## config.mk

```make
export PLATFORM = sky130hd
export DESIGN_NAME = boolean_transitive_closure
export DESIGN_NICKNAME = d
export VERILOG_FILES = /design/src/rtl/core/btc_pkg.sv /design/src/rtl/core/btc_ram.sv /design/src/rtl/core/btc_ctrl.sv /design/src/rtl/core/btc_dpath.sv /design/src/rtl/core/boolean_transitive_closure.sv
export SDC_FILE = /design/constraint.sdc
export NUM_CORES = 1
export LEC_CHECK = 0
export BUFFER_PORTS_ARGS = -buffer_cell sky130_fd_sc_hd__buf_2
export CAP_MARGIN = 20
export CORE_AREA = 2 2 176 178
export CTS_CLUSTER_DIAMETER = 150
export DETAILED_ROUTE_END_ITERATION = 6
export DIE_AREA = 0 0 178 180
export PLACE_DENSITY = 0.65
export SYNTH_ARGS = -nofsm -noshare
export SYNTH_HDL_FRONTEND = slang
export SYNTH_HIERARCHICAL = 1
export SYNTH_SLANG_ARGS = --single-unit
```

## constraint.sdc

```tcl
create_clock -name clk -period 5.34 [get_ports clk]
set_input_delay 0.267 -clock clk [delete_from_list [all_inputs] [get_ports clk]]
set_output_delay 0.267 -clock clk [all_outputs]
set_load 0.05 [all_outputs]
```

## src/rtl/core/btc_pkg.sv

```systemverilog
package btc_pkg;

  localparam int DEF_MAX_NODES = 16;
  localparam int ACT_W         = 5;
  localparam logic [ACT_W-1:0] ACT_RESET = 5'd16;

  // configuration register byte addresses
  localparam logic [1:0] ADDR_ACTIVE_SIZE = 2'd0;

  localparam logic [1:0] OP_ADD   = 2'd0;
  localparam logic [1:0] OP_CLOSE = 2'd1;
  localparam logic [1:0] OP_CLEAR = 2'd2;

  typedef struct packed {
    logic [1:0] op;
    logic [3:0] src_index;
    logic [3:0] dst_index;
  } in_word_t;

  typedef struct packed {
    logic [3:0]  row_index;
    logic [15:0] row_bits;
    logic        last;
  } out_word_t;

  // controller to datapath
  typedef struct packed {
    logic take;
    logic clear_all;
    logic add_rd;
    logic add_wr;
    logic k_clr;
    logic k_inc;
    logic i_clr;
    logic i_inc;
    logic piv_rd;
    logic row_rd;
    logic out_rd;
    logic out_ld;
  } cmd_t;

  // datapath to controller
  typedef struct packed {
    logic n_zero;
    logic i_last;
    logic k_last;
    logic out_free;
  } status_t;

endpackage

```

## src/rtl/core/btc_ram.sv

```systemverilog
module btc_ram #(
  parameter int WIDTH = 16,
  parameter int DEPTH = 16
) (
  input  logic                     clk,
  input  logic                     we,
  input  logic [$clog2(DEPTH)-1:0] waddr,
  input  logic [WIDTH-1:0]         wdata,
  input  logic                     re,
  input  logic [$clog2(DEPTH)-1:0] raddr,
  output logic [WIDTH-1:0]         rdata
);

  logic [WIDTH-1:0] mem_r [DEPTH];
  logic [WIDTH-1:0] rdata_r;

  always_ff @(posedge clk) begin
    if (we) begin
      mem_r[waddr] <= wdata;
    end
    if (re) begin
      rdata_r <= mem_r[raddr];
    end
  end

  assign rdata = rdata_r;

endmodule

```

## src/rtl/core/btc_ctrl.sv

```systemverilog
module btc_ctrl (
  input  logic              clk,
  input  logic              rst_n,
  input  logic              in_valid,
  input  logic [1:0]        in_op,
  input  btc_pkg::status_t  status,
  output logic              in_stall,
  output btc_pkg::cmd_t     cmd
);
  import btc_pkg::*;

  localparam logic [2:0] ST_IDLE   = 3'd0;
  localparam logic [2:0] ST_ADD_RD = 3'd1;
  localparam logic [2:0] ST_ADD_WR = 3'd2;
  localparam logic [2:0] ST_PIV    = 3'd3;
  localparam logic [2:0] ST_ROWS   = 3'd4;
  localparam logic [2:0] ST_DRAIN  = 3'd5;
  localparam logic [2:0] ST_OUT_RD = 3'd6;
  localparam logic [2:0] ST_OUT_LD = 3'd7;

  logic [2:0] state_r;
  logic [2:0] state_nxt;

  always_comb begin
    state_nxt = state_r;
    cmd       = '0;
    case (state_r)
      ST_IDLE: begin
        if (in_valid) begin
          cmd.take = 1'b1;
          case (in_op)
            OP_ADD: begin
              state_nxt = ST_ADD_RD;
            end
            OP_CLOSE: begin
              cmd.k_clr = 1'b1;
              cmd.i_clr = 1'b1;
              if (!status.n_zero) begin
                state_nxt = ST_PIV;
              end
            end
            OP_CLEAR: begin
              cmd.clear_all = 1'b1;
            end
            default: begin
            end
          endcase
        end
      end
      ST_ADD_RD: begin
        cmd.add_rd = 1'b1;
        state_nxt  = ST_ADD_WR;
      end
      ST_ADD_WR: begin
        cmd.add_wr = 1'b1;
        state_nxt  = ST_IDLE;
      end
      ST_PIV: begin
        cmd.piv_rd = 1'b1;
        state_nxt  = ST_ROWS;
      end
      ST_ROWS: begin
        cmd.row_rd = 1'b1;
        cmd.i_inc  = 1'b1;
        if (status.i_last) begin
          state_nxt = ST_DRAIN;
        end
      end
      ST_DRAIN: begin
        // last row write lands here; next pivot read must follow it
        cmd.k_inc = 1'b1;
        cmd.i_clr = 1'b1;
        state_nxt = status.k_last ? ST_OUT_RD : ST_PIV;
      end
      ST_OUT_RD: begin
        cmd.out_rd = 1'b1;
        state_nxt  = ST_OUT_LD;
      end
      ST_OUT_LD: begin
        if (status.out_free) begin
          cmd.out_ld = 1'b1;
          cmd.i_inc  = 1'b1;
          state_nxt  = status.i_last ? ST_IDLE : ST_OUT_RD;
        end
      end
      default: begin
        state_nxt = ST_IDLE;
      end
    endcase
  end

  always_ff @(posedge clk) begin
    if (!rst_n) begin
      state_r <= ST_IDLE;
    end else begin
      state_r <= state_nxt;
    end
  end

  assign in_stall = (state_r != ST_IDLE);

endmodule

```

## src/rtl/core/btc_dpath.sv

```systemverilog
module btc_dpath #(
  parameter int MAX_NODES = btc_pkg::DEF_MAX_NODES
) (
  input  logic                      clk,
  input  logic                      rst_n,
  input  btc_pkg::cmd_t             cmd,
  output btc_pkg::status_t          status,
  input  btc_pkg::in_word_t         in_word,
  input  logic [btc_pkg::ACT_W-1:0] active_size,
  input  logic                      out_stall,
  output logic                      out_valid,
  output btc_pkg::out_word_t        out_word
);
  import btc_pkg::*;

  localparam int IW = $clog2(MAX_NODES);
  localparam int CW = $clog2(MAX_NODES + 1);
  localparam int EW = (CW > ACT_W) ? CW : ACT_W;

  logic [CW-1:0]        n;
  logic [MAX_NODES-1:0] cols;
  logic [MAX_NODES-1:0] dst_hot;
  logic                 edge_ok;

  logic [3:0]           src_r;
  logic [3:0]           dst_r;
  logic [IW-1:0]        k_r;
  logic [IW-1:0]        i_r;
  logic [MAX_NODES-1:0] valid_r;
  logic                 rvalid_r;
  logic                 piv_ld_r;
  logic                 wb_r;
  logic [IW-1:0]        wb_addr_r;
  logic [MAX_NODES-1:0] pivot_r;
  logic                 out_valid_r;
  out_word_t            out_word_r;

  logic                 ram_we;
  logic [IW-1:0]        ram_waddr;
  logic [MAX_NODES-1:0] ram_wdata;
  logic                 ram_re;
  logic [IW-1:0]        ram_raddr;
  logic [MAX_NODES-1:0] ram_rdata;
  logic [MAX_NODES-1:0] row;
  logic                 out_free;

  assign n = (EW'(active_size) > EW'(MAX_NODES)) ? CW'(MAX_NODES) : CW'(active_size);

  always_comb begin
    for (int j = 0; j < MAX_NODES; j++) begin
      cols[j]    = (EW'(j) < EW'(n));
      dst_hot[j] = (EW'(dst_r) == EW'(j));
    end
  end

  assign edge_ok = (EW'(src_r) < EW'(n)) && (EW'(dst_r) < EW'(n));

  // rows never written since the last clear read as zero
  assign row = rvalid_r ? ram_rdata : '0;

  assign ram_re    = cmd.add_rd | cmd.piv_rd | cmd.row_rd | cmd.out_rd;
  assign ram_raddr = cmd.add_rd ? IW'(src_r) : (cmd.piv_rd ? k_r : i_r);
  assign ram_we    = (cmd.add_wr && edge_ok) || (wb_r && row[k_r]);
  assign ram_waddr = cmd.add_wr ? IW'(src_r) : wb_addr_r;
  assign ram_wdata = cmd.add_wr ? (row | dst_hot) : (row | (pivot_r & cols));

  btc_ram #(
    .WIDTH (MAX_NODES),
    .DEPTH (MAX_NODES)
  ) u_ram (
    .clk   (clk),
    .we    (ram_we),
    .waddr (ram_waddr),
    .wdata (ram_wdata),
    .re    (ram_re),
    .raddr (ram_raddr),
    .rdata (ram_rdata)
  );

  always_ff @(posedge clk) begin
    if (!rst_n) begin
      valid_r  <= '0;
      rvalid_r <= 1'b0;
      piv_ld_r <= 1'b0;
      wb_r     <= 1'b0;
    end else begin
      if (cmd.clear_all) begin
        valid_r <= '0;
      end else if (ram_we) begin
        valid_r[ram_waddr] <= 1'b1;
      end
      if (ram_re) begin
        rvalid_r <= valid_r[ram_raddr];
      end
      piv_ld_r <= cmd.piv_rd;
      wb_r     <= cmd.row_rd;
    end
  end

  always_ff @(posedge clk) begin
    if (cmd.take) begin
      src_r <= in_word.src_index;
      dst_r <= in_word.dst_index;
    end
    if (cmd.k_clr) begin
      k_r <= '0;
    end else if (cmd.k_inc) begin
      k_r <= k_r + 1'b1;
    end
    if (cmd.i_clr) begin
      i_r <= '0;
    end else if (cmd.i_inc) begin
      i_r <= i_r + 1'b1;
    end
    if (piv_ld_r) begin
      pivot_r <= row;
    end
    wb_addr_r <= i_r;
  end

  // output register: hold while stalled, refill when taken
  assign out_free = !out_valid_r || !out_stall;

  always_ff @(posedge clk) begin
    if (!rst_n) begin
      out_valid_r <= 1'b0;
    end else if (cmd.out_ld) begin
      out_valid_r <= 1'b1;
    end else if (!out_stall) begin
      out_valid_r <= 1'b0;
    end
  end

  always_ff @(posedge clk) begin
    if (cmd.out_ld) begin
      out_word_r.row_index <= 4'(i_r);
      out_word_r.row_bits  <= 16'(row & cols);
      out_word_r.last      <= status.i_last;
    end
  end

  assign out_valid = out_valid_r;
  assign out_word  = out_word_r;

  assign status.n_zero   = (n == '0);
  assign status.i_last   = ((CW'(i_r) + 1'b1) == n);
  assign status.k_last   = ((CW'(k_r) + 1'b1) == n);
  assign status.out_free = out_free;

`ifndef SYNTHESIS
  a_ram_no_collision: assert property (@(posedge clk) disable iff (!rst_n)
    (ram_we && ram_re) |-> (ram_waddr != ram_raddr))
    else $error("matrix write and read hit the same row");

  a_pivot_not_writeback: assert property (@(posedge clk) disable iff (!rst_n)
    piv_ld_r |-> !wb_r)
    else $error("pivot capture overlaps a row write-back");

  a_load_when_free: assert property (@(posedge clk) disable iff (!rst_n)
    cmd.out_ld |-> (!out_valid_r || !out_stall))
    else $error("output word overwritten while stalled");

  a_k_in_range: assert property (@(posedge clk) disable iff (!rst_n)
    (cmd.piv_rd || wb_r) |-> (CW'(k_r) < n))
    else $error("pivot index beyond active size");
`endif

endmodule

```

## src/rtl/core/boolean_transitive_closure.sv

```systemverilog
// Channel  Ports                           Carries
// in       in_valid, in_stall, in_word     op, src_index, dst_index
// out      out_valid, out_stall, out_word  row_index, row_bits, last
// cfg      psel .. pready (APB)            active_size at byte address 0
//
// Add edge: read row, write row back. Clear: the matrix empties as the word is taken.
// Close with n active nodes: closure (per pivot: pivot read, n row reads overlapped
// with write-backs, a drain step), then each emitted row is read out and loaded into
// the output register, waiting while out_stall holds it.
// Reset empties the matrix at once via per-row valid bits; active_size is 16.
// out_stall holds the readout; a new word is taken once the readout is loaded.
module boolean_transitive_closure #(
  parameter int MAX_NODES = btc_pkg::DEF_MAX_NODES
) (
  input  logic               clk,
  input  logic               rst_n,
  input  logic               in_valid,
  output logic               in_stall,
  input  btc_pkg::in_word_t  in_word,
  output logic               out_valid,
  input  logic               out_stall,
  output btc_pkg::out_word_t out_word,
  input  logic               psel,
  input  logic               penable,
  input  logic               pwrite,
  input  logic [1:0]         paddr,
  input  logic [31:0]        pwdata,
  output logic [31:0]        prdata,
  output logic               pready
);
  import btc_pkg::*;

  logic [ACT_W-1:0] active_size_r;
  logic             cfg_wr;
  cmd_t             cmd;
  status_t          status;

  assign pready = 1'b1;
  assign cfg_wr = psel && penable && pwrite && (paddr == ADDR_ACTIVE_SIZE);
  assign prdata = 32'(active_size_r);

  always_ff @(posedge clk) begin
    if (!rst_n) begin
      active_size_r <= ACT_RESET;
    end else if (cfg_wr) begin
      active_size_r <= pwdata[ACT_W-1:0];
    end
  end

  btc_ctrl u_ctrl (
    .clk      (clk),
    .rst_n    (rst_n),
    .in_valid (in_valid),
    .in_op    (in_word.op),
    .status   (status),
    .in_stall (in_stall),
    .cmd      (cmd)
  );

  btc_dpath #(
    .MAX_NODES (MAX_NODES)
  ) u_dpath (
    .clk         (clk),
    .rst_n       (rst_n),
    .cmd         (cmd),
    .status      (status),
    .in_word     (in_word),
    .active_size (active_size_r),
    .out_stall   (out_stall),
    .out_valid   (out_valid),
    .out_word    (out_word)
  );

endmodule

```

==> metrics.sh, run 1 <==
ANT_NETS=0
FINALSETUPVIOLATIONS=0
CRITICAL_PATH.REG2REG.STARTPOINT='active_size_r[4]'
MAXCLOCKFREQUENCY_MHz=264
SETUP.WORST_PATH.START='active_size_r[4]'
POST-PLACE-WS_NS=1.61
TIMING.CRITICAL_PATH.REQUIRED_NS=5.55
CRITICAL_PATH_ARRIVAL_NS=4.00
LARGEST_VOLTAGE_DROP_ON_THE_VDD_NET_mV=0.196
HEADROOM_TO_THE_MAX_SLEW_LIMIT_PCT=38.7
TRITONCTS_CLOCK_TREE='done'
DR_TOTAL_VIAS=8229
UTILIZATION_PCT=56.7
GRT_START_MAX_NET_PINS=29
WIDTH_OF_THE_CHIP_UM=178
GRT_PASS1_VIAS=7972
AREA.SEQUENTIAL_UM2=10300
WORST_R2R_SETUP_SLACK_NS=1.55
HOLD_CLASS='input pin to register'
ELEMENT_TYPE_AT_THE_CRITICAL_PATH_START='register'
N_FILL_CELL=2274
RSZ_0062_RAISED_AFTER_GLOBAL_ROUTING='no'
YS_TOP_CELLS_BY_COUNT='sky130_fd_sc_hd__edfxtp_1, sky130_fd_sc_hd__nand2_1, sky130_fd_sc_hd__mux4_2, sky130_fd_sc_hd__nor2_1, sky130_fd_sc_hd__dfxtp_1'
CTS_POST_SETUP_BUFFERS_INSERTED=0
OUTCOME='finished, final reports clean'
CLKSINKCOUNT=357
CRITICAL_PATH.REG2REG.ENDPOINT='u_dpath/u_ram/mem_r[13][14]'
SYNTH.MOST_COMMON_CELL='sky130_fd_sc_hd__edfxtp_1'
TIMING.HOLD.WORST.START='out_stall'
PLACEMENT.IO_BUFFERS=51
HEIGHT_OF_THE_DIE_UM=180
POWER_PER_CELL_AREA_nW_PER_UM2=378
POSTSYNTHREGISTERBITS=357
SYNTH_FF_TYPE='sky130_fd_sc_hd__edfxtp_1'
MIN_TO='u_dpath/out_valid'
HPWL_MM=19.4
CLOCK_TREE_ROOT='sky130_fd_sc_hd__clkbuf_16'
DRT_WL_TOTAL_MM=31.6
TIME_THE_FINAL_WORST_PATH_NEEDS_WITH_I_O_DELAYS_AND_SETUP_NS=3.79
DRC=0
NUM_IO_PINS=107
ENDPOINT_KIND='register'
INITIAL_CORE_UTIL_PCT=49.5
POSTSYNTH.ASYNCRESETSHARE_PCT=0
ROUTE.DETAILED.WL_PER_INST_UM=22.0
RR_WORST_DEPTH=10
WORST_PIN_SLEW_NS=0.916
POST_ROUTE_CELLS_DRIVE_ABOVE_1_SHARE_PCT=23.6
WORST-SETUP-PATH-TYPE='register to register'
NUMBER_OF_CTS_INSERTED_BUFFERS=37
TOTALNEGATIVESETUPSLACK_NS=0
SEQ_AREA_FRAC_SYNTH_PCT=69.0
GLOBAL_ROUTE.USAGE.TOTAL_PCT=20.0
CTS_BUFFER_DEPTH=3
POST_SYNTH_INSTANCE_AREA_UM2=15000
ANTENNA_CELLS=0
TOTAL_LEAKAGE_POWER_nW=5.81
YOSYS.CELL_TYPES.COUNT=60
CLOCK_SKEW_NS=0.0192
AVG_CELL_AREA_SYN_UM2=16.4
CORE.ROWCOUNT=64
YOSYS.AREA.TOP_TYPE_SHARE_PCT=63.7
FINAL_NETS=1068
CLKSLEWWORSTSETUPHOLDPATHS_NS=0.06
SHARE_OF_THE_CLOCK_PERIOD_USED_BY_THE_WORST_PATH_PCT=70.9
HTREE_LEVELS=2
POST_DRT_VIA_CELL_RATIO=5.75
CLK-INSERTION-DELAY-LATE_NS=0.53
GRT_FIRST_PASS_WIRELENGTH_MM=47.7
SYNTH_AREA_LEADER_CELL='sky130_fd_sc_hd__edfxtp_1'
GRT.OVERFLOW.TOTAL=0
FINALHOLDVIOLCOUNT=0
GP_ROUTABILITY_CONGESTION=0.837
NUMBER_OF_SYNTHESIZED_FLOPS_WITH_AN_ENABLE_PIN=317
FINAL_STD_CELL_AREA_NO_FILL_UM2=17100
HOLD-WORST-SLACK_NS=0.0208
FOOTPRINT_OF_THE_MULTI_INPUT_GATES_UM2=4190
PLACED_AREA_UM2=15700
YOSYS_WARNINGS=6
MAX_CAP_VIOLATIONS=0
HOLDPATHSTAGES=3
FP.COREAREA_UM2=30200
FLOW.AREA_GROWTH_FROM_SYNTHESIS_PCT=14.4
WORSTPATHMAXFANOUT=28
SYNTH.TOP_CELLS.BY_AREA='sky130_fd_sc_hd__edfxtp_1, sky130_fd_sc_hd__mux4_2, sky130_fd_sc_hd__dfxtp_1, sky130_fd_sc_hd__nand2_1, sky130_fd_sc_hd__buf_4'
SYN_INST=913
DRT_PASS1_ITERATIONS=7
TIMING.FINAL.MAX_SLEW_VIOLATIONS=0
POST_LAYOUT_WORST_SETUP_MARGIN_NS=1.55
DRT-INITIAL-DRC-COUNT=799
GRT_ANTENNA_BEFORE_REPAIR=0
DIE-AREA_UM2=32000
-- state kept, by name, indices dropped and copies added, names as in the netlist --
name,cells
u_dpath/out_valid,1
u_dpath/k_r,4
u_dpath/src_r,4
u_dpath/i_r,4
u_ctrl/state_r,3
u_dpath/valid_r,16
u_dpath/u_ram/mem_r,256
u_dpath/piv_ld_r,1
u_dpath/wb_r,1
active_size_r,5
u_dpath/wb_addr_r,4
u_dpath/pivot_r,16
u_dpath/rvalid_r,1
u_dpath/out_word,21
u_dpath/dst_r,4
u_dpath/u_ram/rdata,16
-- power breakdown --
group	switching [mW]	internal, mW	total [mW]
sequential	0.0364	3.13	3.17
combinational	0.412	0.288	0.700
clock	1.04	1.57	2.61
total	1.49	4.99	6.47
-- layer usage --
| metal | vias to the layer above | global-route usage (%) | share of wire, % |
|---|---|---|---|
| li1 | 3705 | - | - |
| met1 | 4178 | 27.3 | 42 |
| met2 | 302 | 33.3 | 50 |
| met3 | 44 | 3.74 | 7.0 |
| met4 | 0 | 4.82 | 1.8 |
| met5 | - | 0 | 0 |
-- worst max path at each step --
stage                                   to  slack (ns)  cells after the start
2_1_floorplan    u_dpath/u_ram/mem_r[0][0]        0.87                     12
3_3_place_gp    u_dpath/u_ram/mem_r[15][6]        1.62                     10
3_5_place_dp       u_dpath/u_ram/rdata[15]        1.61                      8
4_1_cts            u_dpath/u_ram/rdata[15]        1.57                      8
5_1_grt             u_dpath/u_ram/rdata[1]        1.30                      8
6_report       u_dpath/u_ram/mem_r[13][14]        1.55                     10
-- layout make-up --
cell class | count | area share [%]
sequential | 357 | 60.3
multi-input combinational | 473 | 24.5
clock buffer | 44 | 5.75
timing repair buffer | 108 | 4.30
tap | 396 | 2.90
clock inverter | 22 | 1.53
inverter | 32 | 0.717
-- worst max-delay path, cell delays in order (launching register included) --
cell                       delay (ns)
sky130_fd_sc_hd__dfxtp_1         0.91
sky130_fd_sc_hd__nor2b_1         0.24
sky130_fd_sc_hd__inv_1           0.15
sky130_fd_sc_hd__ha_1            0.25
sky130_fd_sc_hd__nand3b_1        0.09
sky130_fd_sc_hd__o211ai_1        0.12
sky130_fd_sc_hd__a21o_1          0.37
sky130_fd_sc_hd__nand2_1         0.21
sky130_fd_sc_hd__nand3_1         0.23
sky130_fd_sc_hd__nor2_2          0.55
sky130_fd_sc_hd__buf_4           0.34
-- cell families (layout without fill, tap and decap cells) --
| group | Yosys count | count (layout) | synth area share, % |
|---|---|---|---|
| compound gates | 127 | 127 | 6.36 |
| simple gates | 199 | 199 | 6.45 |
| fa+ha+maj | 8 | 8 | 0.669 |
| other cells | 2 | 28 | 0.0502 |
| flops | 357 | 357 | 69.0 |
| xor+xnor | 14 | 14 | 0.820 |
| mux | 97 | 97 | 12.6 |
| buf+inv | 109 | 206 | 4.06 |
-- layout by cell type (no fill, tap or decap), drive strengths merged, types with 18 or more instances in the layout --
master and instances:
edfxtp 317, buf 95, nand2 74, mux4 68
nor2 45, clkbuf 44, dfxtp 40, inv 33
a22oi 32, conb 28, mux2i 26, a211oi 18
-- metrics by stage --
| step | cells | power [mW] |
|---|---|---|
| after floorplan | 939 | 3.75 |
| after global placement | 1347 | 3.90 |
| after detailed placement | 1347 | 3.91 |
| after CTS | 1426 | 6.53 |
| after global routing | 1432 | 6.70 |
| final | 1432 | 6.47 |
-- timing repair --
action | CTS | global route
hold buffers | 13 | 0
resized for setup | 0 | 0
endpoints found under the hold margin | 13 | 0
Note: power is estimated with default switching activity, not from simulation.
==> run 2: changes to the inputs <==
clock period = 3.7 ns   (was 5.34 ns; I/O delays follow)
==> run 2 against run 1 <==
  * Clock power is 37% higher
  * Register-to-register slack worse by 1.1 ns
  * Cell count is 0.98% higher
  * Combinational power is 44% higher
  * Wire length is 1.2% lower
  * Sequential cell count stayed put
  * First-iteration DRC count is 6.0% lower
  * Via count is 1.2% lower
  * Critical path type unchanged
  * Largest power group unchanged
==> metrics.sh, run 2 (synthesis results as in run 1) <==
ROUTE.DETAILED.WL_PER_INST_UM=21.6  # -2.2%
CRITICAL_PATH_ARRIVAL_NS=3.51  # -0.49 ns
RSZ_0062_RAISED_AFTER_GLOBAL_ROUTING='no'
CORE.ROWCOUNT=64  # unchanged
LARGEST_VOLTAGE_DROP_ON_THE_VDD_NET_mV=0.314  # +60%
OUTCOME='finished, final reports clean'
CLK-INSERTION-DELAY-LATE_NS=0.52  # about the same
POST_DRT_VIA_CELL_RATIO=5.62  # -2.1%
INITIAL_CORE_UTIL_PCT=49.5  # unchanged
SHARE_OF_THE_CLOCK_PERIOD_USED_BY_THE_WORST_PATH_PCT=88.2  # +17 points
POST-PLACE-WS_NS=0.400  # -1.21 ns
ANT_NETS=0  # unchanged
MOST_COMMON_CELL_AFTER_LAYOUT_FILL_AND_TAPS_ASIDE='sky130_fd_sc_hd__edfxtp_1'
NUM_IO_PINS=107  # unchanged
ELEMENT_TYPE_AT_THE_CRITICAL_PATH_START='register'
PLACED_CELLS_INCL_TAPS=1362  # +1.1%
ENDPOINT_KIND='register'
CLOCK_SKEW_NS=0.0152  # -0.00399 ns
LAYOUT.CELLS.MOST_COMMON_LIST='sky130_fd_sc_hd__edfxtp_1, sky130_fd_sc_hd__nand2_1, sky130_fd_sc_hd__mux4_2'
HEIGHT_OF_THE_DIE_UM=180  # unchanged
WIDTH_OF_THE_CHIP_UM=178  # unchanged
DRT_WL_TOTAL_MM=31.2  # -1.2%
HOLD-WORST-SLACK_NS=0.0348  # +0.0140 ns
HOLD_CLASS='input pin to register'
HTREE_LEVELS=2  # unchanged
WORST-SETUP-PATH-TYPE='register to register'
POST_LAYOUT_NONFILLER_INSTANCES=1446  # +0.98%
MAX_CAP_VIOLATIONS=0  # unchanged
DRT_PASS1_ITERATIONS=6  # -1
WORST_R2R_SETUP_SLACK_NS=0.44  # -1.11 ns
CTS_POST_SETUP_BUFFERS_INSERTED=0  # unchanged
TIMING.CRITICAL_PATH.REQUIRED_NS=3.95  # -1.60 ns
LARGEST_REG_BY_FF_COUNT='u_dpath/u_ram/mem_r'
POWER_PER_CELL_AREA_nW_PER_UM2=533  # +41%
FINAL_NETS=1081  # +1.2%
GRT_FIRST_PASS_WIRELENGTH_MM=47.6  # -0.25%
CLKSINKCOUNT=357  # unchanged
ANTENNA_CELLS=0  # unchanged
GRT.OVERFLOW.TOTAL=0  # unchanged
WORSTPATHMAXFANOUT=35  # +25%
DIE-AREA_UM2=32000  # unchanged
FLIP_FLOP_COUNT_OF_THE_LARGEST_REGISTER_ALL_COPIES_AND_WORDS_ADDED=256  # unchanged
FINALSETUPVIOLATIONS=0  # unchanged
UTILIZATION_PCT=56.8  # +0.15 points
CLKSLEWWORSTSETUPHOLDPATHS_NS=0.06  # about the same
NUMBER_OF_CTS_INSERTED_BUFFERS=38  # +2.7%
DRT-INITIAL-DRC-COUNT=751  # -6.0%
TRITONCTS_CLOCK_TREE='done'
CTS.REPAIR.RESIZED=0  # unchanged
HPWL_MM=19.5  # +0.47%
TOTAL_POWER_mW=9.15  # +41%
GRT_PASS1_VIAS=8027  # +0.69%
WORST_PIN_SLEW_NS=1.01  # +0.0943 ns
FLOW.AREA_GROWTH_FROM_SYNTHESIS_PCT=14.7
MAXCLOCKFREQUENCY_MHz=306  # +16%
CRITICAL_PATH.REG2REG.STARTPOINT='u_ctrl/state_r[0]'
FINALHOLDVIOLCOUNT=0  # unchanged
TOTALNEGATIVESETUPSLACK_NS=0  # unchanged
GP_ROUTABILITY_CONGESTION=0.802  # -4.3%
TIMING.HOLD.WORST.START='in_word[8]'
GRT_START_MAX_NET_PINS=36  # +24%
POSTCTSHOLDBUFS=15  # +2
GLOBAL_ROUTE.USAGE.TOTAL_PCT=19.9  # -0.041 points
TOTAL_LEAKAGE_POWER_nW=5.82  # +0.24%
SETUP.WORST_PATH.START='u_ctrl/state_r[0]'
DR_TOTAL_VIAS=8133  # -1.2%
TIME_THE_FINAL_WORST_PATH_NEEDS_WITH_I_O_DELAYS_AND_SETUP_NS=3.26  # -0.525 ns
PLACED_AREA_UM2=15800  # +0.85%
GRT_ANTENNA_BEFORE_REPAIR=0  # unchanged
CTS_BUFFER_DEPTH=3  # unchanged
HEADROOM_TO_THE_MAX_SLEW_LIMIT_PCT=32.5  # -6.2 points
DRC=0  # unchanged
CLOCK_TREE_ROOT='sky130_fd_sc_hd__clkbuf_16'
POST_LAYOUT_WORST_SETUP_MARGIN_NS=0.437  # -1.11 ns
PLACEMENT.IO_BUFFERS=51  # unchanged
FP.COREAREA_UM2=30200  # unchanged
TIMING.FINAL.MAX_SLEW_VIOLATIONS=0  # unchanged
FINAL_STD_CELL_AREA_NO_FILL_UM2=17100  # +0.26%
POST_ROUTE_CELLS_DRIVE_ABOVE_1_SHARE_PCT=23.6  # -0.030 points
[run 2: final cells by class]
type	count	area (um^2)
flip-flops and latches	357	10300
fillers	2265	13000
clock buffers	51	1030
clock inverters	17	151
multi-input cells	473	4190
well taps	396	495
repair buffers	120	836
inverters	32	123
[run 2: critical path, cell delays in order (launching register included)]
cell	delay (ns)
sky130_fd_sc_hd__dfxtp_1	0.56
sky130_fd_sc_hd__nor3b_1	0.31
sky130_fd_sc_hd__buf_4	0.24
sky130_fd_sc_hd__nor2_1	0.06
sky130_fd_sc_hd__a21oi_1	0.36
sky130_fd_sc_hd__inv_4	0.35
sky130_fd_sc_hd__buf_4	0.30
sky130_fd_sc_hd__mux4_1	0.46
sky130_fd_sc_hd__a22oi_1	0.20
sky130_fd_sc_hd__nand2_1	0.12
[run 2: worst paths after layout]
kind / cells after the start / end
worst min register to register: 1 / u_dpath/valid_r[12]
worst max register to register: 9 / u_dpath/u_ram/rdata[4]
worst min-delay path: 4 / u_ctrl/state_r[0]
worst max-delay path: 9 / u_dpath/u_ram/rdata[4]
[run 2: power by group]
| part | internal [mW] | total, mW | switching (mW) |
|---|---|---|---|
| Sequential | 4.52 | 4.57 | 0.0486 |
| Combinational | 0.424 | 1.01 | 0.586 |
| Clock | 2.10 | 3.57 | 1.47 |
[run 2: routing by layer]
layer  vias to the layer above  track usage (%)  routed length, um
li1                       3735                -                  -
met1                      4076             27.2              13000
met2                       282             33.3              15600
met3                        40             3.49               2090
met4                         0             4.95                519
met5                         -                0                  0
==> run 3: changes to the inputs <==
CORE_AREA = 5 5 179 181   (was 2 2 176 178)
DIE_AREA = 0 0 184 186   (was 0 0 178 180)
==> run 3 against run 2 <==
  * Final area grew 0.27%
  * Core utilization hardly changed
  * Via count up 1.6%
  * Clock-buffer cell count down 1
  * Critical endpoint is now u_dpath/u_ram/mem_r[15][6]
  * Highest routed layer unchanged
  * Largest cell class unchanged
  * Register-to-register slack improved by 0.04 ns
  * Total power fell by 0.15%
  * Largest power group unchanged
  * First-iteration DRC count is 6.9% lower
  * Non-clock buffer count is 11 higher
==> metrics.sh, run 3 (synthesis results as in run 1) <==
HPWL_MM=20.6  # +5.7%
DRT-INITIAL-DRC-COUNT=699  # -6.9%
POWER_PER_CELL_AREA_nW_PER_UM2=531  # -0.42%
MAX_STAGE_DELAY_NS=0.82  # +0.26 ns
FINAL_STD_CELL_AREA_NO_FILL_UM2=17200  # +0.27%
POST_ROUTE_CELLS_DRIVE_ABOVE_1_SHARE_PCT=22.9  # -0.75 points
HEIGHT_OF_THE_DIE_UM=186  # +3.3%
HOLD_CLASS='input pin to register'
MAX_CAP_VIOLATIONS=0  # unchanged
ROUTE.DETAILED.WL_PER_INST_UM=22.1  # +2.5%
FINALSETUPVIOLATIONS=0  # unchanged
CLOCK_SKEW_NS=0.0159  # +0.000722 ns
CRITICAL_PATH.SLOWEST_CELL='sky130_fd_sc_hd__nor2_1'
CRITICAL_PATH_ARRIVAL_NS=3.44  # -0.07 ns
ELEMENT_TYPE_AT_THE_CRITICAL_PATH_START='register'
MAXCLOCKFREQUENCY_MHz=310  # +1.2%
TIMING.CRITICAL_PATH.REQUIRED_NS=3.91  # -0.04 ns
ENDPOINT_KIND='register'
NUMBER_OF_CTS_INSERTED_BUFFERS=37  # -2.6%
DIE-AREA_UM2=34200  # +6.8%
GRT_ANTENNA_BEFORE_REPAIR=0  # unchanged
CTS_BUFFER_DEPTH=3  # unchanged
CORE.ROWCOUNT=64  # unchanged
MOST_COMMON_CELL_AFTER_LAYOUT_FILL_AND_TAPS_ASIDE='sky130_fd_sc_hd__edfxtp_1'
DRT_PASS1_ITERATIONS=5  # -1
DR_TOTAL_VIAS=8260  # +1.6%
POST_LAYOUT_NONFILLER_INSTANCES=1454  # +0.55%
RSZ_0062_RAISED_AFTER_GLOBAL_ROUTING='no'
FP.COREAREA_UM2=30300  # +0.26%
GP_ROUTABILITY_CONGESTION=0.820  # +2.3%
FINALHOLDVIOLCOUNT=0  # unchanged
FINAL_NETS=1091  # +0.93%
GRT_FIRST_PASS_WIRELENGTH_MM=48.5  # +2.0%
WORSTPATHMAXFANOUT=15  # -57%
PLACED_CELLS_INCL_TAPS=1373  # +0.81%
HEADROOM_TO_THE_MAX_SLEW_LIMIT_PCT=31.3  # -1.2 points
POST_DRT_VIA_CELL_RATIO=5.68  # +1.0%
GLOBAL_ROUTE.USAGE.TOTAL_PCT=18.8  # -1.1 points
TIME_THE_FINAL_WORST_PATH_NEEDS_WITH_I_O_DELAYS_AND_SETUP_NS=3.22  # -0.0382 ns
DRC=0  # unchanged
GRT_START_MAX_NET_PINS=67  # +86%
GRT.OVERFLOW.TOTAL=0  # unchanged
PLACED_AREA_UM2=15900  # +0.49%
HTREE_LEVELS=2  # unchanged
WORST-SETUP-PATH-TYPE='register to register'
CLKSLEWWORSTSETUPHOLDPATHS_NS=0.06  # about the same
CLK-INSERTION-DELAY-LATE_NS=0.53  # about the same
PLACEMENT.IO_BUFFERS=51  # unchanged
TIMING.FINAL.MAX_SLEW_VIOLATIONS=0  # unchanged
LARGEST_VOLTAGE_DROP_ON_THE_VDD_NET_mV=0.285  # -9.1%
HOLD-WORST-SLACK_NS=0.0264  # -0.00840 ns
NUM_IO_PINS=107  # unchanged
LAYOUT.CELLS.MOST_COMMON_LIST='sky130_fd_sc_hd__edfxtp_1, sky130_fd_sc_hd__nand2_1, sky130_fd_sc_hd__buf_4'
WIDTH_OF_THE_CHIP_UM=184  # +3.4%
FLIP_FLOP_COUNT_OF_THE_LARGEST_REGISTER_ALL_COPIES_AND_WORDS_ADDED=256  # unchanged
LARGEST_REG_BY_FF_COUNT='u_dpath/u_ram/mem_r'
CLOCK_TREE_ROOT='sky130_fd_sc_hd__clkbuf_16'
ANT_NETS=0  # unchanged
PATH_CELLS='nor2b_1, inv_1, ha_1, nor3_1, o21ai_0, a21o_1, nand2_1, nand3_1, nor2_1, buf_4'
OUTCOME='finished, final reports clean'
TOTAL_LEAKAGE_POWER_nW=5.87  # +0.79%
TOTAL_POWER_mW=9.14  # -0.15%
SHARE_OF_THE_CLOCK_PERIOD_USED_BY_THE_WORST_PATH_PCT=87.1  # -1.0 points
DRT_WL_TOTAL_MM=32.1  # +3.0%
ANTENNA_CELLS=0  # unchanged
INITIAL_CORE_UTIL_PCT=49.4  # -0.13 points
CLKSINKCOUNT=357  # unchanged
GRT_PASS1_VIAS=8139  # +1.4%
FLOW.AREA_GROWTH_FROM_SYNTHESIS_PCT=15.0
UTILIZATION_PCT=56.8  # about the same
TRITONCTS_CLOCK_TREE='done'
WORST_PIN_SLEW_NS=1.03  # +0.0164 ns
run 3: timing repair:
action | CTS | global route
gates resized for setup | 0 | 0
setup buffers | 0 | 0
endpoints found under the hold margin | 15 | 0
hold buffers | 15 | 0
run 3: routing by layer:
layer | GRT usage (%) | vias to the layer above | part of all wire [%]
met5 | 0 | - | 0
met4 | 5.80 | 0 | 2.8
met3 | 3.73 | 60 | 6.7
met2 | 30.8 | 296 | 48
met1 | 25.7 | 4158 | 43
li1 | - | 3746 | -
run 3: where the power goes:
part | switching, mW | leakage, nW | internal, mW
Clock | 1.46 | 0.554 | 2.05
Combinational | 0.613 | 2.22 | 0.449
Sequential | 0.0418 | 3.10 | 4.52
Total | 2.11 | 5.87 | 7.02
run 3: layout make-up:
cell class,instances,area [um^2]
Sequential cell,357,10300
Fill cell,2316,13100
Inverter,32,123
Clock buffer,50,1010
Clock inverter,15,144
Multi-Input combinational cell,473,4160
Timing Repair Buffer,131,943
Tap cell,396,495
run 3: worst paths after layout:
kind	cells past startpoint	slack (ns)	from	endpoint
min reg2reg	1	0.46	u_dpath/valid_r[8]	u_dpath/valid_r[8]
max	10	0.48	active_size_r[4]	u_dpath/u_ram/mem_r[15][6]
max reg2reg	10	0.48	active_size_r[4]	u_dpath/u_ram/mem_r[15][6]
min	4	0.03	in_word[8]	u_ctrl/state_r[0]
run 3: worst max-delay path: cells and delay by family (launching register included):
family	cells	cell delay, ns
flops	1	0.39
compound gates	2	0.35
buf+inv	2	0.46
simple gates	5	1.51
fa+ha+maj	1	0.21
run 3: per-stage QoR:
stage	TNS, ns	setup WS [ns]
3_5_place_dp	0	0.521
6_report	0	0.475
2_1_floorplan	-7.20	-0.150
4_1_cts	0	0.503
5_1_grt	0	0.298
3_3_place_gp	0	0.550
